$ cat src/design/itrf_pkg.sv
package itrf_pkg;

  localparam int STORE_DEPTH = 256;
  localparam int LIST_SLOTS  = 4;
  localparam int IDX_W       = $clog2(STORE_DEPTH);
  localparam int LIST_USED   = (LIST_SLOTS < 4) ? LIST_SLOTS : 4;
  localparam int CFG_W       = 32;
  localparam int CNT_W       = 3;

  typedef logic [IDX_W-1:0] itrf_idx_t;

  // power-on contents of the store
  localparam logic [7:0] STORE_INIT [STORE_DEPTH] = '{default: 8'h00};

  typedef enum logic [1:0] {
    REQ_BYTE = 2'd0,
    REQ_READ = 2'd1,
    REQ_END  = 2'd2
  } itrf_req_t;

  typedef enum logic [2:0] {
    ST_DONE      = 3'd0,
    ST_PTR_SET   = 3'd1,
    ST_CMD       = 3'd2,
    ST_WR_DENIED = 3'd3,
    ST_RD_DENIED = 3'd4
  } itrf_status_t;

  typedef enum logic [2:0] {
    REG_RO_ADDRS  = 3'd0,
    REG_RO_COUNT  = 3'd1,
    REG_WO_ADDRS  = 3'd2,
    REG_WO_COUNT  = 3'd3,
    REG_CMD_CODES = 3'd4,
    REG_CMD_COUNT = 3'd5
  } itrf_reg_t;

  typedef struct packed {
    logic [CFG_W-1:0] ro_addrs;
    logic [CNT_W-1:0] ro_count;
    logic [CFG_W-1:0] wo_addrs;
    logic [CNT_W-1:0] wo_count;
    logic [CFG_W-1:0] cmd_codes;
    logic [CNT_W-1:0] cmd_count;
  } itrf_cfg_t;

  function automatic logic list_has(logic [CFG_W-1:0] packed_list,
                                    logic [CNT_W-1:0] count,
                                    logic [7:0] value);
    logic hit;
    hit = 1'b0;
    for (int i = 0; i < LIST_USED; i++) begin
      if ((CNT_W'(i) < count) && (packed_list[8*i +: 8] == value)) begin
        hit = 1'b1;
      end
    end
    return hit;
  endfunction

endpackage

$ cat src/design/itrf_if.sv
interface itrf_req_if (input logic clk);
  logic                valid;
  logic                ready;
  itrf_pkg::itrf_req_t req_type;
  logic [7:0]          rx_byte;

  modport source (output valid, output req_type, output rx_byte, input ready);
  modport sink (input valid, input req_type, input rx_byte, output ready);
endinterface

interface itrf_rsp_if (input logic clk);
  logic       valid;
  logic       ready;
  logic [7:0] read_data;
  logic [2:0] status;
  logic [7:0] pointer_now;

  modport source (output valid, output read_data, output status, output pointer_now,
                  input ready);
  modport sink (input valid, input read_data, input status, input pointer_now,
                output ready);
endinterface

$ cat src/design/i2c_target_register_file_unit.sv
// path: an accepted request beat passes through the input register and then the output register to the response
// throughput: one beat per cycle while the response side is ready; the store is read ahead at the next pointer
// stalls on the response side hold the output register and back-pressure the input register
// reset: pointer, pointer-set flag and all configuration registers clear to zero,
// store entries read their power-on table value until first written, no clearing pass
module i2c_target_register_file_unit (
  input  logic                       clk,
  input  logic                       rst,
  itrf_req_if.sink                   req,
  itrf_rsp_if.source                 rsp,
  input  logic                       cfg_we,
  input  logic [2:0]                 cfg_index,
  input  logic [itrf_pkg::CFG_W-1:0] cfg_data
);

  itrf_pkg::itrf_cfg_t    cfg;

  logic                   inq_v;
  itrf_pkg::itrf_req_t    inq_req;
  logic [7:0]             inq_byte;
  logic                   adv;

  logic [7:0]             pointer;
  logic [7:0]             pointer_next;
  logic                   pointer_set;
  logic                   pointer_set_next;

  itrf_pkg::itrf_status_t status_next;
  logic [7:0]             data_next;
  logic                   st_we;
  logic [7:0]             st_rdata;

  logic                   ro_hit;
  logic                   wo_hit;
  logic                   cmd_hit;

  itrf_cfg u_cfg (
    .clk       (clk),
    .rst       (rst),
    .cfg_we    (cfg_we),
    .cfg_index (cfg_index),
    .cfg_data  (cfg_data),
    .cfg       (cfg)
  );

  itrf_store u_store (
    .clk   (clk),
    .rst   (rst),
    .we    (st_we),
    .waddr (pointer[itrf_pkg::IDX_W-1:0]),
    .wdata (inq_byte),
    .raddr (pointer_next[itrf_pkg::IDX_W-1:0]),
    .rdata (st_rdata)
  );

  assign adv       = inq_v && (!rsp.valid || rsp.ready);
  assign req.ready = !inq_v || adv;

  assign ro_hit  = itrf_pkg::list_has(cfg.ro_addrs, cfg.ro_count, pointer);
  assign wo_hit  = itrf_pkg::list_has(cfg.wo_addrs, cfg.wo_count, pointer);
  assign cmd_hit = itrf_pkg::list_has(cfg.cmd_codes, cfg.cmd_count, inq_byte);

  always_ff @(posedge clk) begin
    if (rst) begin
      inq_v <= 1'b0;
    end else if (req.valid && req.ready) begin
      inq_v <= 1'b1;
    end else if (adv) begin
      inq_v <= 1'b0;
    end
  end

  always_ff @(posedge clk) begin
    if (req.valid && req.ready) begin
      inq_req  <= req.req_type;
      inq_byte <= req.rx_byte;
    end
  end

  always_comb begin
    pointer_next     = pointer;
    pointer_set_next = pointer_set;
    status_next      = itrf_pkg::ST_DONE;
    data_next        = '0;
    st_we            = 1'b0;
    if (adv) begin
      case (inq_req)
        itrf_pkg::REQ_BYTE: begin
          if (pointer_set) begin
            if (ro_hit) begin
              status_next = itrf_pkg::ST_WR_DENIED;
            end else begin
              st_we        = 1'b1;
              pointer_next = pointer + 8'd1;
            end
          end else if (cmd_hit) begin
            status_next = itrf_pkg::ST_CMD;
          end else begin
            pointer_next     = inq_byte;
            pointer_set_next = 1'b1;
            status_next      = itrf_pkg::ST_PTR_SET;
          end
        end
        itrf_pkg::REQ_READ: begin
          if (wo_hit) begin
            status_next = itrf_pkg::ST_RD_DENIED;
          end else begin
            data_next    = st_rdata;
            pointer_next = pointer + 8'd1;
          end
        end
        itrf_pkg::REQ_END: begin
          pointer_set_next = 1'b0;
        end
        default: ;
      endcase
    end
  end

  always_ff @(posedge clk) begin
    if (rst) begin
      pointer     <= '0;
      pointer_set <= 1'b0;
      rsp.valid   <= 1'b0;
    end else begin
      pointer     <= pointer_next;
      pointer_set <= pointer_set_next;
      if (adv) begin
        rsp.valid <= 1'b1;
      end else if (rsp.ready) begin
        rsp.valid <= 1'b0;
      end
    end
  end

  always_ff @(posedge clk) begin
    if (adv) begin
      rsp.read_data   <= data_next;
      rsp.status      <= status_next;
      rsp.pointer_now <= pointer_next;
    end
  end

  a_data_only_on_read: assert property (@(posedge clk) disable iff (rst)
    (rsp.valid && rsp.status != itrf_pkg::ST_DONE) |-> rsp.read_data == 8'd0)
    else $error("read data nonzero outside a granted read");

  a_write_advances: assert property (@(posedge clk) disable iff (rst)
    (adv && inq_req == itrf_pkg::REQ_BYTE && pointer_set && !ro_hit)
    |=> pointer == $past(pointer) + 8'd1)
    else $error("granted write did not advance the pointer");

  a_denied_holds: assert property (@(posedge clk) disable iff (rst)
    (adv && (status_next == itrf_pkg::ST_WR_DENIED || status_next == itrf_pkg::ST_RD_DENIED))
    |=> $stable(pointer))
    else $error("denied access moved the pointer");

  a_end_clears: assert property (@(posedge clk) disable iff (rst)
    (adv && inq_req == itrf_pkg::REQ_END) |=> !pointer_set)
    else $error("end of transfer left the pointer marked set");

  a_pointer_echo: assert property (@(posedge clk) disable iff (rst)
    adv |=> rsp.pointer_now == pointer)
    else $error("reported pointer differs from the pointer register");

endmodule

$ cat src/design/itrf_cfg.sv
module itrf_cfg (
  input  logic                        clk,
  input  logic                        rst,
  input  logic                        cfg_we,
  input  logic [2:0]                  cfg_index,
  input  logic [itrf_pkg::CFG_W-1:0]  cfg_data,
  output itrf_pkg::itrf_cfg_t         cfg
);

  always_ff @(posedge clk) begin
    if (rst) begin
      cfg <= '0;
    end else if (cfg_we) begin
      case (itrf_pkg::itrf_reg_t'(cfg_index))
        itrf_pkg::REG_RO_ADDRS:  cfg.ro_addrs  <= cfg_data;
        itrf_pkg::REG_RO_COUNT:  cfg.ro_count  <= cfg_data[itrf_pkg::CNT_W-1:0];
        itrf_pkg::REG_WO_ADDRS:  cfg.wo_addrs  <= cfg_data;
        itrf_pkg::REG_WO_COUNT:  cfg.wo_count  <= cfg_data[itrf_pkg::CNT_W-1:0];
        itrf_pkg::REG_CMD_CODES: cfg.cmd_codes <= cfg_data;
        itrf_pkg::REG_CMD_COUNT: cfg.cmd_count <= cfg_data[itrf_pkg::CNT_W-1:0];
        default: ;
      endcase
    end
  end

endmodule

$ cat src/design/itrf_store.sv
module itrf_store (
  input  logic               clk,
  input  logic               rst,
  input  logic               we,
  input  itrf_pkg::itrf_idx_t waddr,
  input  logic [7:0]         wdata,
  input  itrf_pkg::itrf_idx_t raddr,
  output logic [7:0]         rdata
);

  logic [7:0]                        mem [itrf_pkg::STORE_DEPTH];
  logic [7:0]                        mem_q;
  logic [itrf_pkg::STORE_DEPTH-1:0]  written;
  itrf_pkg::itrf_idx_t               raddr_q;

  always_ff @(posedge clk) begin
    if (we) begin
      mem[waddr] <= wdata;
    end
    mem_q <= mem[raddr];
  end

  // entries not yet written read back their power-on value
  always_ff @(posedge clk) begin
    if (rst) begin
      written <= '0;
      raddr_q <= '0;
    end else begin
      if (we) begin
        written[waddr] <= 1'b1;
      end
      raddr_q <= raddr;
    end
  end

  assign rdata = written[raddr_q] ? mem_q : itrf_pkg::STORE_INIT[raddr_q];

endmodule

$ cat src/flat_wrapper.sv
// flat-port wrapper written by rule: the top's interface ports become plain ports
module i2c_target_register_file_unit_flat 
  (clk, rst, cfg_we, cfg_index, cfg_data, req_valid, req_req_type, req_rx_byte, req_ready, rsp_valid, rsp_read_data, rsp_status, rsp_pointer_now, rsp_ready);
  itrf_req_if req_i (.clk(clk));
  itrf_rsp_if rsp_i (.clk(clk));
  input  logic clk;
  input  logic rst;
  input  logic cfg_we;
  input  logic [2:0] cfg_index;
  input  logic [itrf_pkg::CFG_W-1:0] cfg_data;
  input wire logic [$bits(req_i.valid)-1:0] req_valid;
  input wire logic [$bits(req_i.req_type)-1:0] req_req_type;
  input wire logic [$bits(req_i.rx_byte)-1:0] req_rx_byte;
  output wire logic [$bits(req_i.ready)-1:0] req_ready;
  output wire logic [$bits(rsp_i.valid)-1:0] rsp_valid;
  output wire logic [$bits(rsp_i.read_data)-1:0] rsp_read_data;
  output wire logic [$bits(rsp_i.status)-1:0] rsp_status;
  output wire logic [$bits(rsp_i.pointer_now)-1:0] rsp_pointer_now;
  input wire logic [$bits(rsp_i.ready)-1:0] rsp_ready;
  assign req_i.valid = req_valid;
  assign req_i.req_type = req_req_type;
  assign req_i.rx_byte = req_rx_byte;
  assign req_ready = req_i.ready;
  assign rsp_valid = rsp_i.valid;
  assign rsp_read_data = rsp_i.read_data;
  assign rsp_status = rsp_i.status;
  assign rsp_pointer_now = rsp_i.pointer_now;
  assign rsp_i.ready = rsp_ready;
  i2c_target_register_file_unit u_core (.clk(clk), .rst(rst), .req(req_i), .rsp(rsp_i), .cfg_we(cfg_we), .cfg_index(cfg_index), .cfg_data(cfg_data));
endmodule
$ cat config.mk
export PLATFORM = sky130hd
export DESIGN_NAME = i2c_target_register_file_unit_flat
export DESIGN_NICKNAME = d
export VERILOG_FILES = /design/src/design/itrf_pkg.sv /design/src/design/itrf_if.sv /design/src/design/i2c_target_register_file_unit.sv /design/src/design/itrf_cfg.sv /design/src/design/itrf_store.sv /design/src/flat_wrapper.sv
export SDC_FILE = /design/constraint.sdc
export NUM_CORES = 2
export LEC_CHECK = 0
export BUFFER_PORTS_ARGS = -buffer_cell sky130_fd_sc_hd__buf_4
export CAP_MARGIN = 20
export CORE_MARGIN = 3
export CORE_UTILIZATION = 45
export DETAILED_ROUTE_END_ITERATION = 16
export PLACE_DENSITY = 0.61
export RECOVER_POWER = 100
export SYNTH_ARGS = -nofsm -noshare
export SYNTH_HDL_FRONTEND = slang
export SYNTH_SLANG_ARGS = --single-unit
$ cat constraint.sdc
create_clock -name clk -period 7.67 [get_ports clk]
set_input_delay 0.3835 -clock clk [delete_from_list [all_inputs] [get_ports clk]]
set_output_delay 0.3835 -clock clk [all_outputs]
set_load 0.005 [all_outputs]
# After elaboration in Yosys (flattened, before gate mapping)
# Memory sizes are Yosys's and may differ from the RTL's. A register that Yosys moved wholly into a read port is not among the register bits.
# Cells that the tools add are included.
# Widths: inputs -> output; s select.
[word_totals] ff_bits=401 mem_bits_rw=2048 mem_bits_ro=2048 in_bits=50 out_inout_bits=21 wordCells=131 memories=2
[mem_list] name="(name not given)" depth=256 width=8 rd=1 rd_clocked_by_memory_dff=0 write_ports=0 line_no="itrf_store.sv:36" text="assign rdata = written[raddr_q] ? mem_q : itrf_pkg::STORE_INIT[raddr_q];"
[mem_list] name="u_core.u_store.mem" depth=256 width=8 rd=1 rd_clocked_by_memory_dff=1 write_ports=1 line_no="itrf_store.sv:11" text="logic [7:0] mem [itrf_pkg::STORE_DEPTH];"
[op_classes] n_addsub=1 n_lt_le_gt_ge=15 n_eq_ne=19 muxes=43 n_bitwise=3 n_reduce_logical=32
[op_table] op="$or 256x256->256" n=1
[op_table] op="$eq 8x8->1" n=12
[op_table] op="$mux 8" n=8
[op_table] op="$mux 1" n=26
[op_table] op="$lt 1x3->1 const A" n=6
[op_table] op="$lt 2x3->1 const A" n=6
[op_table] op="$pmux 8 s2" n=1
[op_table] op="$logic_and 1x1->1" n=15
[op_table] op="$reduce_and 2->1" n=7
[op_table] op="$ge 9x9->1 const B" n=1
[op_table] op="$lt 8x9->1 const B" n=1
[op_table] op="$not 8->9" n=1
[op_table] op="$add 8x1->8 const B" n=1
[op_table] op="$bmux 1 s8" n=1
[op_table] op="$demux 1 s8" n=1
[op_table] op="$ge 8x1->1 const B" n=1
[op_table] op="$eq 3x2->1 const B" n=2
[op_table] op="$eq 3x3->1 const B" n=2
[op_table] op="$mux 3" n=2
[op_table] op="$pmux 3 s2" n=1
[op_table] op="$reduce_bool 2->1" n=3
[op_table] op="$mux 2" n=2
[op_table] op="$eq 3x1->1 const B" n=1
[op_table] op="$logic_not 3->1" n=1
[op_table] op="8 further kinds" n=10

# Longest topological paths before layout
[logic_depth] word_depth=12 depth_mapped=22 depth_no_buf=14

# Hierarchy
# Synthesis repeated with hierarchy kept, for this count alone.
[hier_totals] hier_cells=5050 area_unflattened_um2=96317.4
[by_module_without_submodules] module="itrf_store" instances=1 cells_each=4327 area_per_inst_um2=88976.6 seq_area_each_um2=66944.2
[by_module_without_submodules] module="itrf_cfg" instances=1 cells_each=381 area_per_inst_um2=4207.8 seq_area_each_um2=2102.0
[by_module_without_submodules] module="i2c_target_register_file_unit" instances=1 cells_each=342 area_per_inst_um2=3133.0 seq_area_each_um2=1091.0

# Worst setup path before layout
# No wires, ideal clock.
[synth_path] kind="register -> register" from="reg u_core.inq_byte[4]" to="reg u_core.u_store.mem_q[0], read port of u_core.u_store.mem" setup_time_ns=0.133 t_arrival_ns=6.851 required_ns=7.537 path_slack_ns=0.687 path_stages_with_launch=19 n_path_buf=5 period_less_slack_ns=6.983 cell_sequence="edfxtp_1 buf_2 xor2_1 nor4_1 a41oi_1 nand3_1 and4_1 or3_1 buf_6 inv_4 buf_6 buf_4 buf_2 mux2i_1 mux2i_1 a22oi_1 nand4_1 nor4_1 o32ai_1"
[synth_via] elab_chain_len=10 word_cells_on_any_way=16 classes_between="4 x eq/ne; 8 x mux; 4 x reduce/logical"
[synth_rtl] element="start: declaration" line_no="i2c_target_register_file_unit.sv:20" text="logic [7:0] inq_byte;"
[synth_rtl] element="start signal: assignment" line_no="i2c_target_register_file_unit.sv:76" text="inq_byte <= req.rx_byte;"
[synth_rtl] element="$eq 8x8->1" line_no="itrf_pkg.sv:53" text="if ((CNT_W'(i) < count) && (packed_list[8*i +: 8] == value)) begin"
[synth_rtl] element="$logic_and 1x1->1" line_no="itrf_pkg.sv:53"
[synth_rtl] element="$mux 1 (4 in series)" line_no="itrf_pkg.sv:53"
[synth_rtl] element="$mux 8 (*)" line_no="i2c_target_register_file_unit.sv:96" text="end else if (cmd_hit) begin"
[synth_rtl] element="$mux 8 (*)" line_no="i2c_target_register_file_unit.sv:89" text="if (pointer_set) begin"
[synth_rtl] element="$pmux 8 s2 (*)" line_no="i2c_target_register_file_unit.sv:87" text="case (inq_req)"
[synth_rtl] element="$mux 8 (*)" line_no="i2c_target_register_file_unit.sv:86" text="if (adv) begin"
[synth_rtl] element="end: declaration" line_no="itrf_store.sv:12" text="logic [7:0] mem_q;"
# Mark *: on every way between the ends. The rest lies on a longest branch, timed or not.
# A chain may end at the register's enable or synchronous reset.

# Worst setup path after layout
[layout_path] from="reg u_core.pointer[1]" to="reg u_core.rsp.read_data[1] (data pin)"
[layout_via] elab_chain_len=7 word_cells_on_any_way=20 classes_between="4 x eq/ne; 9 x mux; 1 x bitwise; 5 x reduce/logical; 1 x memory"
[layout_rtl] element="start: declaration" line_no="i2c_target_register_file_unit.sv:23" text="logic [7:0] pointer;"
[layout_rtl] element="start signal: assignment" line_no="i2c_target_register_file_unit.sv:126" text="pointer <= pointer_next;"
[layout_rtl] element="branches (longest 7 deep; another with $mem_v2 256x8)"
[layout_rtl] element="end signal: assignment" line_no="i2c_target_register_file_unit.sv:138" text="rsp.read_data <= data_next;"
[layout_rtl] element="end: declaration" line_no="itrf_if.sv:18" text="modport source (output valid, output read_data, output status, output pointer_now,"
# Several ways; the timed one is not identified. The select of a mux whose other input is x is not followed.

==> out/metrics.yaml <==
global_routing:
  overflow: 0
  grt_usage_pct: 29.0
  grt_pass1_wl_mm: 462
  antenna_found_initial: 21
  grt_max_degree: 186
  grt_pass1_vias: 60851
status:
  status: "finished, violations left"
  violations: "max-capacitance violations, max-slew violations"
synth:
  ys_ff_latch: 2457
  synth-async-reset-ratio_pct: 0
  yosys-top-cells-area: "edfxtp_1, dfxtp_1, mux2i_1"
  yosys.area.top_type: "edfxtp_1"
  synth_cell_types: 81
  ys_warn_count: 0
  synth_nets: 7299
  syn_area_um2: 97700
  syn_area_per_cell_um2: 13.5
  synth_ff_type: "edfxtp_1"
  netlist_instances: 7245
  synth_top_area_share_pct: 63.8
  synth-edff-count: 2077
  seq_area_frac_synth_pct: 71.6
worst_hold_path:
  hp-class: "primary input to flip-flop"
  min_from: "cfg_index[2]"
critical_path:
  cp_data_required_time_ns: 8.20
  end_kind: "flip-flop"
  crit_path_start: "u_core.pointer[1]"
  r2r_setup_slack_ns: 0.42
  worstPathArrival_ns: 7.79
  reg2reg_from: "u_core.pointer[1]"
  worst_setup_path_start_kind: "flip-flop"
  cp_max_fo: 36
  critPathKind: "flip-flop to flip-flop"
sta:
  rsz0062_at_grt: "false"
  setup_tns_ns: 0
  worst-slew-pin-transition_ns: 4.91
  fmax_ghz: 0.138
  post-route-min-period_ns: 7.25
  holdWs_ns: 0.00163
  setup_viol: 0
  finalCritPeriodShare_pct: 94.6
  max_slew_margin_pct: -228
  finClkSkew_ns: 0.0600
  hold_viol_final: 0
  final_max_slew_viol_count: 1972
floorplan:
  dieArea_um2: 223000
  start_util_pct: 45.4
  io_pins: 71
  die_x_um: 472
  die_y_um: 472
  rows: 170
  core-area_um2: 215000
run:
  maxCapViolCount: 25
drt:
  dr.pass1.iters: 8
  vias_per_cell: 6.19
  vias: 64901
  antenna_left: 0
  wl_per_cell_um: 31.5
  drt_wl_total_mm: 330
  drt_iter0_drc: 9749
  drcViolationCount: 0
clocking:
  ctsRootBufferMaster: "clkbuf_16"
  clk_path_buf_depth: 3
  cts_inserted_buffers: 240
  clkTransAtPathRegs_ns: 0.07
  clkLatencyLatePin_ns: 0.90
  numClockSinks: 2457
  htreeDepth: 4
  cts_tree: "built"
placement:
  port_buffers: 70
  dp_hpwl_mm: 202
  place_congestion: 0.931
power_and_ir_drop:
  pwr-share-comb_pct: 8.2
  ir_drop_uv: 206
  p_per_area_nw_per_um2: 261
  sw_frac_of_total_pct: 24.2
  clockPowerShare_pct: 41.2
  seq_power_share_pct: 50.6
  internal-power_mw: 21.9
  leakagePower_nw: 36.3
  switching_power_mw: 6.96
finish:
  area_delta_synth_final_pct: 13.1
  drive_gt1_share_pct: 10.5
  nNetsFinal: 7472
  fill_cells: 18034
  layout_common_cells: "edfxtp_1, nand2_1, nor2_1, mux2i_1, nand3_1"
  final_common_cell: "edfxtp_1"
[sequential cells by signal, summed over array words and instances, names as in the netlist]
signal	flops
u_core.u_store.mem_q	8
u_core.pointer_set	1
u_core.rsp.valid	1
u_core.u_store.written	256
u_core.u_cfg.cfg	105
u_core.inq_req	2
u_core.rsp.status	3
u_core.inq_v	1
u_core.u_store.mem	2048
u_core.pointer	8
u_core.inq_byte	8
u_core.rsp.read_data	8
u_core.rsp.pointer_now	8
[power groups by stage]
stage | logic (mW) | clock network [mW] | registers (mW)
floorplan | 1.18 | 0 | 14.9
global placement | 2.26 | 0 | 14.8
detailed placement | 2.28 | 0 | 14.8
CTS | 2.31 | 11.9 | 14.6
global route | 2.43 | 12.4 | 14.6
finish | 2.37 | 11.9 | 14.6
[routing by layer]
layer  wire length [µm]  vias to the layer above  global-route usage, %
met4              19500                       22                   15.1
met2             145000                     4322                   42.8
li1                   -                    27167                      -
met5                152                        -                      0
met1             127000                    32549                   39.8
met3              39300                      841                   7.09
[timing repair]
item | in CTS | in global routing
hold buffers | 52 | 0
gates resized for setup | 0 | 0
endpoints found under the hold margin | 153 | 0
buffers inserted | 0 | 0
[worst max-delay path, cell delays in order, from the launching register on]
cell and delay (ns):
dfxtp_2 0.89, clkbuf_2 0.88, clkbuf_2 1.56, mux4_2 0.49, mux4_2 0.63, mux4_2 0.66, mux4_2 0.50, and3_1 0.60
and2_0 0.58
[worst paths after layout]
path,to,cells past startpoint
max,u_core.rsp.read_data[1],8
max reg2reg,u_core.rsp.read_data[1],8
min,u_core.u_cfg.cfg[13],4
min reg2reg,u_core.u_store.written[170],2
[kinds of logic after synthesis]
logic type	after synthesis	share of synthesized area [%]
buffers and inverters	491	2.46
XOR/XNOR	99	0.888
AND/OR/NAND/NOR	2801	12.1
adder cells (fa/ha/maj)	4	0.0512
flip-flops	2457	71.6
multiplexers	606	7.31
AO/OA/AOI/OAI	787	5.59
[cell type report]
class                           count  area (µm²)  share of cell area (%)
Antenna cell                       12        30.0                  0.0272
Clock inverter                    117        1080                   0.978
Inverter                           13        80.1                  0.0725
Clock buffer                      342        6850                    6.20
Timing Repair Buffer              409        3360                    3.05
Tap cell                         2838        3550                    3.22
Multi-Input combinational cell   4297       25500                    23.1
Sequential cell                  2457       70000                    63.4
[metrics by stage]
stage | total power, mW | instance area [µm²] | worst slack [ns] | instances | util (%)
6_report | 28.8 | 110000 | 0.416 | 10485 | 51.3
5_1_grt | 29.5 | 110000 | 0.489 | 10473 | 51.3
4_1_cts | 28.8 | 111000 | 1.37 | 10450 | 51.4
3_5_place_dp | 17.1 | 102000 | 1.40 | 9939 | 47.5
3_3_place_gp | 17.1 | 102000 | 0.466 | 9919 | 47.4
2_1_floorplan | 16.1 | 97700 | 0.687 | 7245 | -
[synthesized netlist by cell type (6+ instances only)]
cell and count:
nor3_1 35, a41oi_1 6, nand4_1 50, mux4_2 86, o21ai_0 40, xnor2_1 67, o21ba_2 31, a21oi_1 212
nor4_1 12, xor2_1 32, o22ai_1 112, clkbuf_1 214, o41ai_1 9, nand2_1 1330, o221ai_1 8, buf_2 150
buf_4 72, a2111oi_0 9, and3_1 19, nor4b_1 48, and2_1 13, dfxtp_1 380, a311oi_1 55, a22oi_1 14
a221oi_1 17, buf_1 29, mux2i_1 519, a211oi_1 53, nor2b_1 6, edfxtp_1 2077, a32oi_1 65, nand3_1 477
buf_6 13, o2111ai_1 23, nor2_1 786, a31oi_1 77, inv_1 7, o211ai_1 9
Power figures use the tool's default switching activity.
